File: src/design/assert_macros.svh
`ifndef ASSERT_MACROS_SVH
`define ASSERT_MACROS_SVH

`ifndef SYNTHESIS

// Implication or plain property, checked outside reset.
`define NHFL_ASSERT(lbl, clk, rstn, prop, msg) \
  lbl: assert property (@(posedge clk) disable iff (!(rstn)) (prop)) else $error(msg);

// Condition that must never hold outside reset.
`define NHFL_ASSERT_NEVER(lbl, clk, rstn, cond, msg) \
  `NHFL_ASSERT(lbl, clk, rstn, !(cond), msg)

`else

`define NHFL_ASSERT(lbl, clk, rstn, prop, msg)
`define NHFL_ASSERT_NEVER(lbl, clk, rstn, cond, msg)

`endif

`endif

File: src/design/nhfl_pkg.sv
`default_nettype none

package nhfl_pkg;

  localparam int NUM_PLANES       = 12;
  localparam int KINDS            = 6;
  localparam int PLANE_W          = 64;
  localparam int SQ_W             = 6;
  localparam int PIDX_W           = 4;
  localparam int FEAT_W           = 15;
  localparam int CAP_W            = 6;
  localparam int TOTAL_W          = 10;
  localparam int PCNT_W           = 7;
  localparam int BUCKET_W         = 5;
  localparam int ROW_W            = 9;
  localparam int NUM_TPLANES      = 11;
  localparam int KING_TPLANE      = 10;
  localparam int OPP_OFFSET       = 5;
  localparam int QUEUE_DEPTH      = 2;
  localparam int MAX_FEATURES_DEF = 32;

  localparam logic [CAP_W-1:0]   CAP_RESET  = 6'd32;
  localparam logic [2:0]         KIND_PAWN  = 3'd0;
  localparam logic [2:0]         KIND_KING  = 3'd5;
  localparam logic [PLANE_W-1:0] RANK_EDGES = 64'hFF00_0000_0000_00FF;
  localparam logic [ROW_W-1:0]   TPLANES_PER_BUCKET = 9'd11;

  typedef enum logic [1:0] {
    ST_OK       = 2'd0,
    ST_INVALID  = 2'd1,
    ST_CAPACITY = 2'd2
  } nhfl_status_t;

  typedef enum logic [2:0] {
    BS_IDLE,
    BS_SCAN,
    BS_CHECK,
    BS_LOAD,
    BS_EMIT
  } nhfl_bstate_t;

  typedef struct packed {
    logic               side;
    logic [2:0]         piece_kind;
    logic [PLANE_W-1:0] piece_bits;
    logic               view_side;
    logic               board_done;
  } nhfl_in_t;

  typedef struct packed {
    logic [FEAT_W-1:0] feature_index;
    nhfl_status_t      status;
    logic              list_end;
  } nhfl_out_t;

  typedef struct packed {
    logic [NUM_PLANES-1:0][PLANE_W-1:0] planes;
    logic                               view;
  } nhfl_pos_t;

  function automatic logic [PCNT_W-1:0] popcount64(input logic [PLANE_W-1:0] b);
    logic [PCNT_W-1:0] c;
    c = '0;
    for (int s = 0; s < PLANE_W; s++) begin
      c = c + PCNT_W'(b[s]);
    end
    return c;
  endfunction

  function automatic logic [SQ_W-1:0] enc64(input logic [PLANE_W-1:0] b);
    logic [SQ_W-1:0] r;
    r = '0;
    for (int s = 0; s < PLANE_W; s++) begin
      if (b[s]) begin
        r = r | SQ_W'(s);
      end
    end
    return r;
  endfunction

  function automatic logic [PLANE_W-1:0] xform(input logic [PLANE_W-1:0] b,
                                               input logic [SQ_W-1:0] xm);
    logic [PLANE_W-1:0] r;
    r = '0;
    for (int s = 0; s < PLANE_W; s++) begin
      r[s] = b[SQ_W'(s) ^ xm];
    end
    return r;
  endfunction

  function automatic logic [PIDX_W-1:0] plane_src(input logic view,
                                                  input logic [PIDX_W-1:0] p);
    logic [PIDX_W-1:0] r;
    if (p < PIDX_W'(OPP_OFFSET)) begin
      r = (view ? PIDX_W'(KINDS) : '0) + p;
    end else if (p < PIDX_W'(KING_TPLANE)) begin
      r = (view ? '0 : PIDX_W'(KINDS)) + (p - PIDX_W'(OPP_OFFSET));
    end else begin
      r = PIDX_W'(KIND_KING);
    end
    return r;
  endfunction

endpackage

`default_nettype wire

File: src/design/nnue_halfka_feature_list_top.sv
`default_nettype none
// Channel   Ports                     Handshake
// input     start, busy, in_data      taken when start && !busy
// result    out_valid, out_data       one-cycle strobe, no back-pressure
// config    cfg_we, cfg_data          written when cfg_we
//
// busy is high only while the two-entry position queue is full.
// The back end checks a position by picking up the queue head, scanning the 12 planes and deciding;
// it then loads each feature plane in turn, the king plane last, and emits its features one by one,
// or gives a single status result for an invalid or over-capacity position. Each result is registered.
// Reset (rst_n low, synchronous) clears the stored planes, the queue and sets the capacity to 32.
// Results are strobed once; the receiver cannot stall them.

module nnue_halfka_feature_list_top import nhfl_pkg::*; #(
  parameter int MaxFeatures = MAX_FEATURES_DEF
) (
  input  logic             clk,
  input  logic             rst_n,
  input  logic             start,
  output logic             busy,
  input  nhfl_in_t         in_data,
  input  logic             cfg_we,
  input  logic [CAP_W-1:0] cfg_data,
  output logic             out_valid,
  output nhfl_out_t        out_data
);

  logic             push, pop, q_empty, q_full;
  nhfl_pos_t        push_data, head;
  logic [CAP_W-1:0] capacity;

  nhfl_front u_front (
    .clk       (clk),
    .rst_n     (rst_n),
    .start     (start),
    .in_data   (in_data),
    .cfg_we    (cfg_we),
    .cfg_data  (cfg_data),
    .q_full    (q_full),
    .busy      (busy),
    .push      (push),
    .push_data (push_data),
    .capacity  (capacity)
  );

  nhfl_queue #(.Depth(QUEUE_DEPTH)) u_queue (
    .clk       (clk),
    .rst_n     (rst_n),
    .push      (push),
    .push_data (push_data),
    .pop       (pop),
    .head      (head),
    .empty     (q_empty),
    .full      (q_full)
  );

  nhfl_back #(.MaxFeatures(MaxFeatures)) u_back (
    .clk        (clk),
    .rst_n      (rst_n),
    .head       (head),
    .head_valid (!q_empty),
    .capacity   (capacity),
    .pop        (pop),
    .out_valid  (out_valid),
    .out_data   (out_data)
  );

endmodule

`default_nettype wire

File: src/design/nhfl_front.sv
`default_nettype none

module nhfl_front import nhfl_pkg::*; (
  input  logic             clk,
  input  logic             rst_n,
  input  logic             start,
  input  nhfl_in_t         in_data,
  input  logic             cfg_we,
  input  logic [CAP_W-1:0] cfg_data,
  input  logic             q_full,
  output logic             busy,
  output logic             push,
  output nhfl_pos_t        push_data,
  output logic [CAP_W-1:0] capacity
);

  logic [NUM_PLANES-1:0][PLANE_W-1:0] planes_r, planes_nxt, planes_upd;
  logic [CAP_W-1:0]                   cap_r;
  logic [PIDX_W-1:0]                  widx;
  logic                               acc;

  assign busy     = q_full;
  assign acc      = start && !q_full;
  assign capacity = cap_r;

  always_comb begin
    planes_upd = planes_r;
    widx       = (in_data.side ? PIDX_W'(KINDS) : '0) + PIDX_W'(in_data.piece_kind);
    if (in_data.piece_kind < 3'(KINDS)) begin
      planes_upd[widx] = in_data.piece_bits;
    end
    push      = acc && in_data.board_done;
    push_data = '{planes: planes_upd, view: in_data.view_side};
    planes_nxt = planes_r;
    if (acc) begin
      planes_nxt = in_data.board_done ? '0 : planes_upd;
    end
  end

  always_ff @(posedge clk) begin
    if (!rst_n) begin
      planes_r <= '0;
      cap_r    <= CAP_RESET;
    end else begin
      planes_r <= planes_nxt;
      if (cfg_we) begin
        cap_r <= cfg_data;
      end
    end
  end

endmodule

`default_nettype wire

File: src/design/nhfl_queue.sv
`default_nettype none
`include "assert_macros.svh"

module nhfl_queue import nhfl_pkg::*; #(
  parameter int Depth = QUEUE_DEPTH
) (
  input  logic      clk,
  input  logic      rst_n,
  input  logic      push,
  input  nhfl_pos_t push_data,
  input  logic      pop,
  output nhfl_pos_t head,
  output logic      empty,
  output logic      full
);

  localparam int PtrW = (Depth > 1) ? $clog2(Depth) : 1;
  localparam int CntW = $clog2(Depth + 1);

  nhfl_pos_t         mem [Depth];
  logic [PtrW-1:0]   wp_r, rp_r;
  logic [CntW-1:0]   cnt_r;

  assign empty = (cnt_r == '0);
  assign full  = (cnt_r == CntW'(Depth));
  assign head  = mem[rp_r];

  always_ff @(posedge clk) begin
    if (push) begin
      mem[wp_r] <= push_data;
    end
  end

  always_ff @(posedge clk) begin
    if (!rst_n) begin
      wp_r  <= '0;
      rp_r  <= '0;
      cnt_r <= '0;
    end else begin
      if (push) begin
        wp_r <= (wp_r == PtrW'(Depth - 1)) ? '0 : wp_r + PtrW'(1);
      end
      if (pop) begin
        rp_r <= (rp_r == PtrW'(Depth - 1)) ? '0 : rp_r + PtrW'(1);
      end
      cnt_r <= cnt_r + CntW'(push) - CntW'(pop);
    end
  end

  `NHFL_ASSERT_NEVER(a_push_full, clk, rst_n, push && full, "push into full queue")
  `NHFL_ASSERT_NEVER(a_pop_empty, clk, rst_n, pop && empty, "pop from empty queue")

endmodule

`default_nettype wire

File: src/design/nhfl_back.sv
`default_nettype none
`include "assert_macros.svh"

module nhfl_back import nhfl_pkg::*; #(
  parameter int MaxFeatures = MAX_FEATURES_DEF
) (
  input  logic             clk,
  input  logic             rst_n,
  input  nhfl_pos_t        head,
  input  logic             head_valid,
  input  logic [CAP_W-1:0] capacity,
  output logic             pop,
  output logic             out_valid,
  output nhfl_out_t        out_data
);

  localparam int NW = $clog2(MaxFeatures + 1);

  nhfl_bstate_t       state_r, state_nxt;
  logic [PIDX_W-1:0]  idx_r, idx_nxt, rd_idx;
  logic [PLANE_W-1:0] occ_r, occ_nxt, work_r, work_nxt, rd_plane, low_bit;
  logic               bad_r, bad_nxt;
  logic [TOTAL_W-1:0] total_r, total_nxt;
  logic [NW-1:0]      n_r, n_nxt;
  logic [SQ_W-1:0]    xm_r, xm_nxt, ksq, kt;
  logic [BUCKET_W-1:0] bucket_r, bucket_nxt;
  logic [PCNT_W-1:0]  pc;
  logic               board_bad, over_cap, last, emit_v;
  nhfl_out_t          emit_d, out_r;
  logic               out_valid_r;
  logic [ROW_W-1:0]   row;

  assign rd_plane  = head.planes[rd_idx];
  assign pc        = popcount64(rd_plane);
  assign board_bad = bad_r || (total_r > TOTAL_W'(MaxFeatures));
  assign over_cap  = total_r > TOTAL_W'(capacity);
  assign low_bit   = work_r & (~work_r + PLANE_W'(1));
  assign last      = (TOTAL_W'(n_r) + TOTAL_W'(1)) == total_r;
  assign row       = ROW_W'(bucket_r) * TPLANES_PER_BUCKET + ROW_W'(idx_r);
  assign ksq       = enc64(rd_plane);
  assign kt        = ksq ^ {head.view, head.view, head.view, 3'b000};

  always_comb begin
    state_nxt = state_r;
    unique case (state_r)
      BS_IDLE:  if (head_valid) state_nxt = BS_SCAN;
      BS_SCAN:  if (idx_r == PIDX_W'(NUM_PLANES - 1)) state_nxt = BS_CHECK;
      BS_CHECK: state_nxt = (board_bad || over_cap) ? BS_IDLE : BS_LOAD;
      BS_LOAD:  state_nxt = BS_EMIT;
      BS_EMIT: begin
        if (work_r == '0) begin
          state_nxt = BS_LOAD;
        end else if (last) begin
          state_nxt = BS_IDLE;
        end
      end
      default:  state_nxt = BS_IDLE;
    endcase
  end

  always_comb begin
    emit_v = 1'b0;
    emit_d = '{feature_index: '0, status: ST_OK, list_end: 1'b0};
    pop    = 1'b0;
    rd_idx = idx_r;
    unique case (state_r)
      BS_IDLE, BS_SCAN: begin
      end
      BS_CHECK: begin
        rd_idx = (head.view ? PIDX_W'(KINDS) : '0) + PIDX_W'(KIND_KING);
        if (board_bad) begin
          emit_v = 1'b1;
          emit_d = '{feature_index: '0, status: ST_INVALID, list_end: 1'b1};
          pop    = 1'b1;
        end else if (over_cap) begin
          emit_v = 1'b1;
          emit_d = '{feature_index: '0, status: ST_CAPACITY, list_end: 1'b1};
          pop    = 1'b1;
        end
      end
      BS_LOAD: rd_idx = plane_src(head.view, idx_r);
      BS_EMIT: begin
        if (work_r != '0) begin
          emit_v = 1'b1;
          emit_d = '{feature_index: {row, enc64(low_bit)}, status: ST_OK, list_end: last};
          pop    = last;
        end
      end
      default: begin
      end
    endcase
  end

  always_comb begin
    idx_nxt    = idx_r;
    occ_nxt    = occ_r;
    bad_nxt    = bad_r;
    total_nxt  = total_r;
    work_nxt   = work_r;
    n_nxt      = n_r;
    xm_nxt     = xm_r;
    bucket_nxt = bucket_r;
    case (state_r)
      BS_IDLE: begin
        idx_nxt   = '0;
        occ_nxt   = '0;
        bad_nxt   = 1'b0;
        total_nxt = '0;
      end
      BS_SCAN: begin
        idx_nxt   = idx_r + PIDX_W'(1);
        occ_nxt   = occ_r | rd_plane;
        total_nxt = total_r + TOTAL_W'(pc);
        if ((rd_plane & occ_r) != '0) bad_nxt = 1'b1;
        if ((idx_r == PIDX_W'(KIND_KING) || idx_r == PIDX_W'(KINDS) + PIDX_W'(KIND_KING))
            && pc != PCNT_W'(1)) bad_nxt = 1'b1;
        if ((idx_r == PIDX_W'(KIND_PAWN) || idx_r == PIDX_W'(KINDS) + PIDX_W'(KIND_PAWN))
            && (rd_plane & RANK_EDGES) != '0) bad_nxt = 1'b1;
      end
      BS_CHECK: begin
        idx_nxt    = '0;
        n_nxt      = '0;
        xm_nxt     = {head.view, head.view, head.view, ~kt[2], ~kt[2], ~kt[2]};
        bucket_nxt = {kt[5:3], kt[1:0] ^ {2{~kt[2]}}};
      end
      BS_LOAD: begin
        if (idx_r == PIDX_W'(KING_TPLANE)) begin
          work_nxt = xform(head.planes[KIND_KING] | head.planes[KINDS + KIND_KING], xm_r);
        end else begin
          work_nxt = xform(rd_plane, xm_r);
        end
      end
      BS_EMIT: begin
        if (work_r == '0) begin
          idx_nxt = idx_r + PIDX_W'(1);
        end else begin
          work_nxt = work_r & (work_r - PLANE_W'(1));
          n_nxt    = n_r + NW'(1);
        end
      end
      default: begin
      end
    endcase
  end

  always_ff @(posedge clk) begin
    if (!rst_n) begin
      state_r     <= BS_IDLE;
      out_valid_r <= 1'b0;
    end else begin
      state_r     <= state_nxt;
      out_valid_r <= emit_v;
    end
  end

  always_ff @(posedge clk) begin
    idx_r    <= idx_nxt;
    occ_r    <= occ_nxt;
    bad_r    <= bad_nxt;
    total_r  <= total_nxt;
    work_r   <= work_nxt;
    n_r      <= n_nxt;
    xm_r     <= xm_nxt;
    bucket_r <= bucket_nxt;
    out_r    <= emit_d;
  end

  assign out_valid = out_valid_r;
  assign out_data  = out_r;

  `NHFL_ASSERT(a_err_ends, clk, rst_n, out_valid_r && out_r.status != ST_OK |-> out_r.list_end, "error result without list end")
  `NHFL_ASSERT(a_work_has_pos, clk, rst_n, state_r != BS_IDLE |-> head_valid, "back busy with empty queue")

endmodule

`default_nettype wire

File: config.mk
export PLATFORM = sky130hd
export DESIGN_NAME = nnue_halfka_feature_list_top
export DESIGN_NICKNAME = d
export VERILOG_FILES = /design/src/design/nhfl_pkg.sv /design/src/design/nnue_halfka_feature_list_top.sv /design/src/design/nhfl_front.sv /design/src/design/nhfl_queue.sv /design/src/design/nhfl_back.sv
export VERILOG_INCLUDE_DIRS = /design/src /design/src/design
export SDC_FILE = /design/constraint.sdc
export NUM_CORES = 2
export LEC_CHECK = 0
export BUFFER_PORTS_ARGS = -buffer_cell sky130_fd_sc_hd__buf_4
export CORE_ASPECT_RATIO = 1.25
export CORE_MARGIN = 2
export CORE_UTILIZATION = 45
export DETAILED_ROUTE_END_ITERATION = 12
export PLACE_DENSITY = 0.58
export SYNTH_ARGS = -nofsm -noshare
export SYNTH_HDL_FRONTEND = slang
export SYNTH_SLANG_ARGS = --single-unit
File: constraint.sdc
create_clock -name clk -period 45.5 [get_ports clk]
set_clock_uncertainty 0.1 [all_clocks]
set_input_delay 0 -clock clk [delete_from_list [all_inputs] [get_ports clk]]
set_output_delay 0 -clock clk [all_outputs]
set_load 0.02 [all_outputs]
* Word-level counts from Yosys, hierarchy flattened
Memory sizes are Yosys's and may differ from the RTL's. A register that Yosys moved wholly into a read port is not among the register bits. Index checks and enable logic that the tools add are counted.
Storage, ports and cells: output and inout port bits 20, register bits after elaboration 958, memories 1, RAM bits 1538, word-level logic and storage cells 889
Memories:
- u_queue.mem | words 2, width 769, read ports 1, clocked after Yosys merged registers in 1, write ports 1, RTL line nhfl_queue.sv:20 | nhfl_pos_t mem [Depth];
Cells by class: bitwise operators 72, add/subtract/negate cells 79, order comparisons 72, $mul 1, reductions and logical operators 27, equality and inequality tests 20, muxes and demuxes 588
Operator list (count):
- two-way mux 768 bit | 2
- two-way mux 6 bit | 196
- binary-select mux 1 bit (select 6 bit) | 128
- bitwise mux 768 bit | 1
- < comparator 6 x 7 -> 1 bit (second input constant) | 64
- adder 7 x 1 -> 7 bit | 62
- two-way mux 64 bit | 6
- binary-select mux 64 bit (select 4 bit) | 1
- demux 64 bit (select 4 bit) | 1
- case mux 64 bit (2 select lines) | 2
- bitwise AND 64 bit | 3
- nonzero test 64 bit | 3
- two-way mux 5 bit | 32
- two-way mux 1 bit | 155
- bitwise OR 64 bit | 2
- two-way mux 18 bit | 6
- two-way mux 4 bit | 23
- adder 64 x 1 -> 64 bit (second input constant) | 1
- zero test 64 bit | 1
- NOT 64 bit | 1
- subtractor 64 x 1 -> 64 bit (second input constant) | 1
- two-way mux 3 bit | 21
- NOT 3 bit | 20
- NOT 4 bit | 15
- other kinds (58) | 112

* Longest topological paths before layout
depth after elaboration 195, depth in mapped cells 45

* Cells and area by module
A second synthesis with hierarchy kept.
Second synthesis, totals: cells, all modules 8569, area, all modules 119900.0 µm²
Modules (own cells, without submodules):
- nhfl_queue | times used 1, sequential area each 46284.4 µm², area an instance 57729.1 µm², cells an instance 2414
- nhfl_front | times used 1, sequential area each 15494.9 µm², area an instance 40611.4 µm², cells an instance 3662
- nhfl_back | times used 1, sequential area each 5124.9 µm², area an instance 21555.7 µm², cells an instance 2492
- nnue_halfka_feature_list_top | times used 1, sequential area each 0.0 µm², area an instance 3.8 µm², cells an instance 1

* Least setup slack after synthesis
OpenSTA, ideal clock, no wires.
kind register to register, start point reg u_queue.cnt_r[1], end point mem u_queue.mem[0][0] (netlist name), enable pin, required time 43.478 ns, path slack 10.915 ns, cell stages (with the launch flop) 5, buffers on the path 0, arrival 32.563 ns, cells stage by stage dfxtp_1 > nor2b_1 > nor2b_1 > nand2_1 > nor2_1
On the way: longest elaborated chain between the ends 6
Ends and longest elaborated chain:
- start: declaration | RTL line nhfl_queue.sv:22 | logic [CntW-1:0] cnt_r;
- start signal: assignment | RTL line nhfl_queue.sv:46 | cnt_r <= cnt_r + CntW'(push) - CntW'(pop);
- equality test 2 bit | RTL line nhfl_queue.sv:25 | assign full = (cnt_r == CntW'(Depth));
- named net busy | RTL line nnue_halfka_feature_list_top.sv:20 | output logic busy,
- zero test 1 bit | RTL line nhfl_front.sv:23 | assign acc = start && !q_full;
- logical AND 1 bit | RTL line nhfl_front.sv:23
- logical AND 1 bit | RTL line nhfl_front.sv:32 | push = acc && in_data.board_done;
- two-way mux 1 bit | RTL line nhfl_queue.sv:29 | if (push) begin
- two-way mux 1 bit (not written as such) | RTL line nhfl_queue.sv:30 | mem[wp_r] <= push_data;
- end: declaration | RTL line nhfl_queue.sv:20
The timed path passes the listed nets, and every way through them passes these cells.

* Worst setup path after layout
start point reg u_back.idx_r[0], end point reg u_back.bad_r, enable pin
On the way: longest elaborated chain between the ends 77
Ends and longest elaborated chain:
- start: declaration | RTL line nhfl_back.sv:20 | logic [PIDX_W-1:0] idx_r, idx_nxt, rd_idx;
- start signal: assignment | RTL line nhfl_back.sv:157 | idx_r <= idx_nxt;
- subtractor 4 x 3 -> 4 bit | RTL line nhfl_pkg.sv:97 | r = (view ? '0 : PIDX_W'(KINDS)) + (p - PIDX_W'(OPP_OFFSET));
- adder 4 bit | RTL line nhfl_pkg.sv:97
- two-way mux 4 bit | RTL line nhfl_pkg.sv:96 | end else if (p < PIDX_W'(KING_TPLANE)) begin
- two-way mux 4 bit | RTL line nhfl_pkg.sv:94 | if (p < PIDX_W'(OPP_OFFSET)) begin
- two-way mux 4 bit | RTL line nhfl_back.sv:66 | unique case (state_r)
- two-way mux 4 bit | RTL line nhfl_pkg.sv:94
- two-way mux 4 bit | RTL line nhfl_back.sv:66
- case mux 4 bit (2 select lines) | RTL line nhfl_back.sv:66
- binary-select mux 64 bit (select 4 bit) | RTL line nhfl_back.sv:33 | assign rd_plane = head.planes[rd_idx];
- two-way mux 64 bit (not written as such) | RTL line nhfl_back.sv:33
- adder 1 x 1 -> 2 bit | RTL line nhfl_pkg.sv:65 | c = c + PCNT_W'(b[s]);
- adder 7 x 1 -> 7 bit (62 in a row) | RTL line nhfl_pkg.sv:65
- inequality test 7 x 1 -> 1 bit | RTL line nhfl_back.sv:116 | && pc != PCNT_W'(1)) bad_nxt = 1'b1;
- logical AND 1 bit | RTL line nhfl_back.sv:116
- inequality test 4 x 1 -> 1 bit (no source line) (*)
- AND reduction 2 bit (no source line) (*)
- end signal: assignment | RTL line nhfl_back.sv:159 | bad_r <= bad_nxt;
- end: declaration | RTL line nhfl_back.sv:22 | logic bad_r, bad_nxt;
Every way passes the cells marked *; elsewhere a longest branch is shown, timed or not. The select of a mux whose other input is x is not followed. A chain may end at the register's enable or synchronous reset.

==> results.cfg <==
[synth]
synthCells = 8068
yosysSeqAreaShare = 0.6021
netlist_area_um2 = 111100
synthDistinctLibCells = 114
syn_avg_cell_area_um2 = 13.77
synth_top_area_cell = edfxtp_1
synth_mux_area_frac = 0.1591
synth.yosys.warnings = 0
async_reset_ff_frac = 0
synth_top_family_by_area = multiplexers
ys_ff_latch = 2495
yosys.area_share.simple = 0.08820
synthesis.nets = 8274
synth_compound_area_frac = 0.09867
synthFlopType = edfxtp_1
ys_top_cells_by_area = edfxtp_1 46%, dfxtp_1 14%, mux2_2 7.9%
synthAdderAreaFrac = 0.01838
synth-xor-area-share = 0.002759
synth_top_area_share = 0.4578
synth-edff-count = 1694

[run]
maxCapViolations = 0

[timing]
max_freq_mhz = 69.17
period_share = 0.3178
rsz0062_at_grt = false
hold_viol = 0
setup_tns_ns = 0
drv_slew = 0
period_minus_slack_ns = 14.46
max_slew_margin = 0.1211
setup_violations = 0
worst_pin_slew_ns = 1.318

[worst_setup_path]
rrSetupSlack_ns = 31.04
cp.arrival_ns = 15.06
worstRegToRegCells = 36
crit_path_frequent_cell = fa_1
worst_path_max_delay_cell = buf_4
critPathLaunchType = flop
r2r-start = u_back.idx_r[0]
r2r_end = u_back.bad_r
crit_buf_inv = 7
slowest_delay_ns = 0.76
criticalPathCategory = flop to flop
required_ns = 46.10
cp_top_family = adder cells
end_kind = flop
crit_fanout = 54

[place]
dp_hpwl_mm = 214.7
port-buffer-count = 99
globalplace.congestion = 0.9672

[clocking]
cts.sinks = 2495
cts_root_buf = clkbuf_16
clkTransAtPathRegs_ns = 0.07
cts_made_buffers = 248
cts_buffer_depth = 4
post_cts_resized = 0
cts_max_level = 4
insertion_delay_ns = 0.93
cts_tree = done

[floorplanning]
die_w_um = 448.5
ioPinCount = 100
die-area_um2 = 251000
design.core.area_um2 = 245100
start_util = 0.4534
rows = 203
die_y_um = 559.6

[detailed_routing]
drtAntennaViolNets = 0
via_count = 71310
dr.first_iter.drc_count = 7332
drc_errors = 0
routed_wl_mm = 352.3
viasPerCell = 6.137
dr.pass1.iters = 7
routedWlPerCell_um = 30.32

[cells_and_area]
area_growth_syn_to_layout_pct = 12.61
fin_nets = 8327
utilization = 0.5105
drive_above_1_share = 0.2230

[run_status]
outcome = finished clean

[global_route]
grt_max_degree = 220
grt_pass1_vias = 69940
overflow = 0
grt_pass1_wl_mm = 504.3
gr-usage-all-layers = 0.2754
antenna_found_initial = 18

[hold_path]
min_to = u_queue.mem[1][750]
hp-start = in_data[47]
hold_path_depth = 3
worstHoldPathType = primary input to flop
==> cells in the mapped netlist (122+ instances only) <==
library cell     n
clkbuf_1       473
mux2_2         779
inv_1          162
nand2_1        326
dfxtp_1        801
nand3_1        122
nor2b_1        792
a22oi_1        864
mux4_2         308
a21oi_1        160
mux2i_1        180
edfxtp_1      1694
nor2_1         286
==> metal layers <==
layer | vias to the layer above | routed length (um) | share of wire | global-route usage
met2 | 2578 | 170500 | 0.48 | 0.4540
met3 | 547 | 22580 | 0.064 | 0.03944
li1 | 30990 | - | - | -
met1 | 37180 | 146700 | 0.42 | 0.3725
met4 | 14 | 12410 | 0.035 | 0.09327
met5 | - | 96 | 0.00027 | 0
==> metrics by stage <==
stage	instance area, um2	std cells	setup WS (ns)	hold WS, ns
5_1_grt	125100	11610	30.40	0.05904
2_1_floorplan	111100	8068	10.92	-0.001131
4_1_cts	125100	11610	31.04	0.0003877
3_3_place_gp	115000	11000	31.18	0.1348
6_report	125100	11620	31.04	0.05347
3_5_place_dp	115000	11000	31.08	0.1385
==> worst register-to-register path: cells and delay by family (launching register included) <==
kind | cells | cell delay (ns)
buf+inv | 7 | 3.57
mux | 2 | 0.73
simple gates | 9 | 1.94
fa+ha+maj | 11 | 5.56
xor+xnor | 1 | 0.09
flops | 1 | 0.32
compound gates | 6 | 1.92
==> layout make-up <==
cell class                      count  area [um2]
Clock buffer                      347        7152
Fill cell                       20760      120000
Sequential cell                  2495       66910
Clock inverter                    115        1426
Multi-Input combinational cell   4770       41120
Tap cell                         3280        4104
Antenna cell                        7       17.52
Inverter                          168       633.1
Timing Repair Buffer              438        3776
==> worst max-delay path by stage <==
| stage | startpoint | end | slack, ns | depth (start not counted) |
|---|---|---|---|---|
| 2_1_floorplan | u_queue.cnt_r[1] | u_queue.mem[0][0] | 10.92 | 4 |
| 3_3_place_gp | u_back.idx_r[0] | u_back.bad_r | 31.18 | 36 |
| 3_5_place_dp | u_back.idx_r[0] | u_back.bad_r | 31.08 | 36 |
| 4_1_cts | u_back.idx_r[0] | u_back.bad_r | 31.04 | 36 |
| 5_1_grt | u_back.idx_r[0] | u_back.bad_r | 30.40 | 36 |
| 6_report | u_back.idx_r[0] | u_back.bad_r | 31.04 | 36 |
==> cells in the final DEF, fill, tap and decap left out, types with 27 or more instances in the layout <==
| master | netlist | routed |
|---|---|---|
| a211oi_1 | 37 | 35 |
| a21oi_1 | 160 | 156 |
| a22oi_1 | 864 | 864 |
| a31oi_1 | 29 | 28 |
| and3_1 | 30 | 27 |
| buf_4 | 17 | 275 |
| bufinv_16 | 0 | 30 |
| clkbuf_1 | 473 | 45 |
| clkbuf_16 | 0 | 251 |
| clkbuf_8 | 0 | 51 |
| clkinv_2 | 0 | 45 |
| dfxtp_1 | 801 | 800 |
| dlygate4sd3_1 | 0 | 153 |
| edfxtp_1 | 1694 | 1694 |
| fa_1 | 62 | 62 |
| ha_1 | 64 | 64 |
| inv_1 | 162 | 162 |
| mux2_2 | 779 | 779 |
| mux2i_1 | 180 | 180 |
| mux4_2 | 308 | 308 |
| nand2_1 | 326 | 313 |
| nand3_1 | 122 | 120 |
| nand4_1 | 31 | 31 |
| nor2_1 | 286 | 281 |
| nor2b_1 | 792 | 792 |
| nor3_1 | 110 | 108 |
| o211ai_1 | 47 | 47 |
| o21ai_0 | 74 | 74 |
==> cell families (layout without fill, tap and decap cells) <==
family	count (synthesis)	count (layout)
other	0	7
buffers and inverters	803	1068
DFF	2495	2495
muxes	1274	1274
adders and majority gates	126	126
AOI/OAI and AO/OA	1500	1500
xor gates and xnor gates	35	35
and+or+nand+nor	1835	1835
==> flip-flops by register name, summed over array words and instances, names as in the netlist, named ones only <==
register,cells
u_queue.wp_r,1
u_back.n_r,6
u_back.idx_r,4
u_back.total_r,10
u_back.occ_r,64
u_back.xm_r,2
u_back.bucket_r,5
u_queue.mem,1538
u_back.bad_r,1
u_back.out_data,18
u_queue.cnt_r,2
u_front.capacity,6
u_back.out_valid,1
u_back.work_r,64
u_front.planes_r,768
u_back.state_r,3
u_queue.rp_r,1
==> what timing repair did <==
item	in CTS	in global routing
setup buffers	0	0
hold buffers	153	0
hold endpoints to repair	2413	0
Power is left out: the tool's default activity adds up to more than one toggle a clock period on the data nets, which glitch-free logic cannot reach.
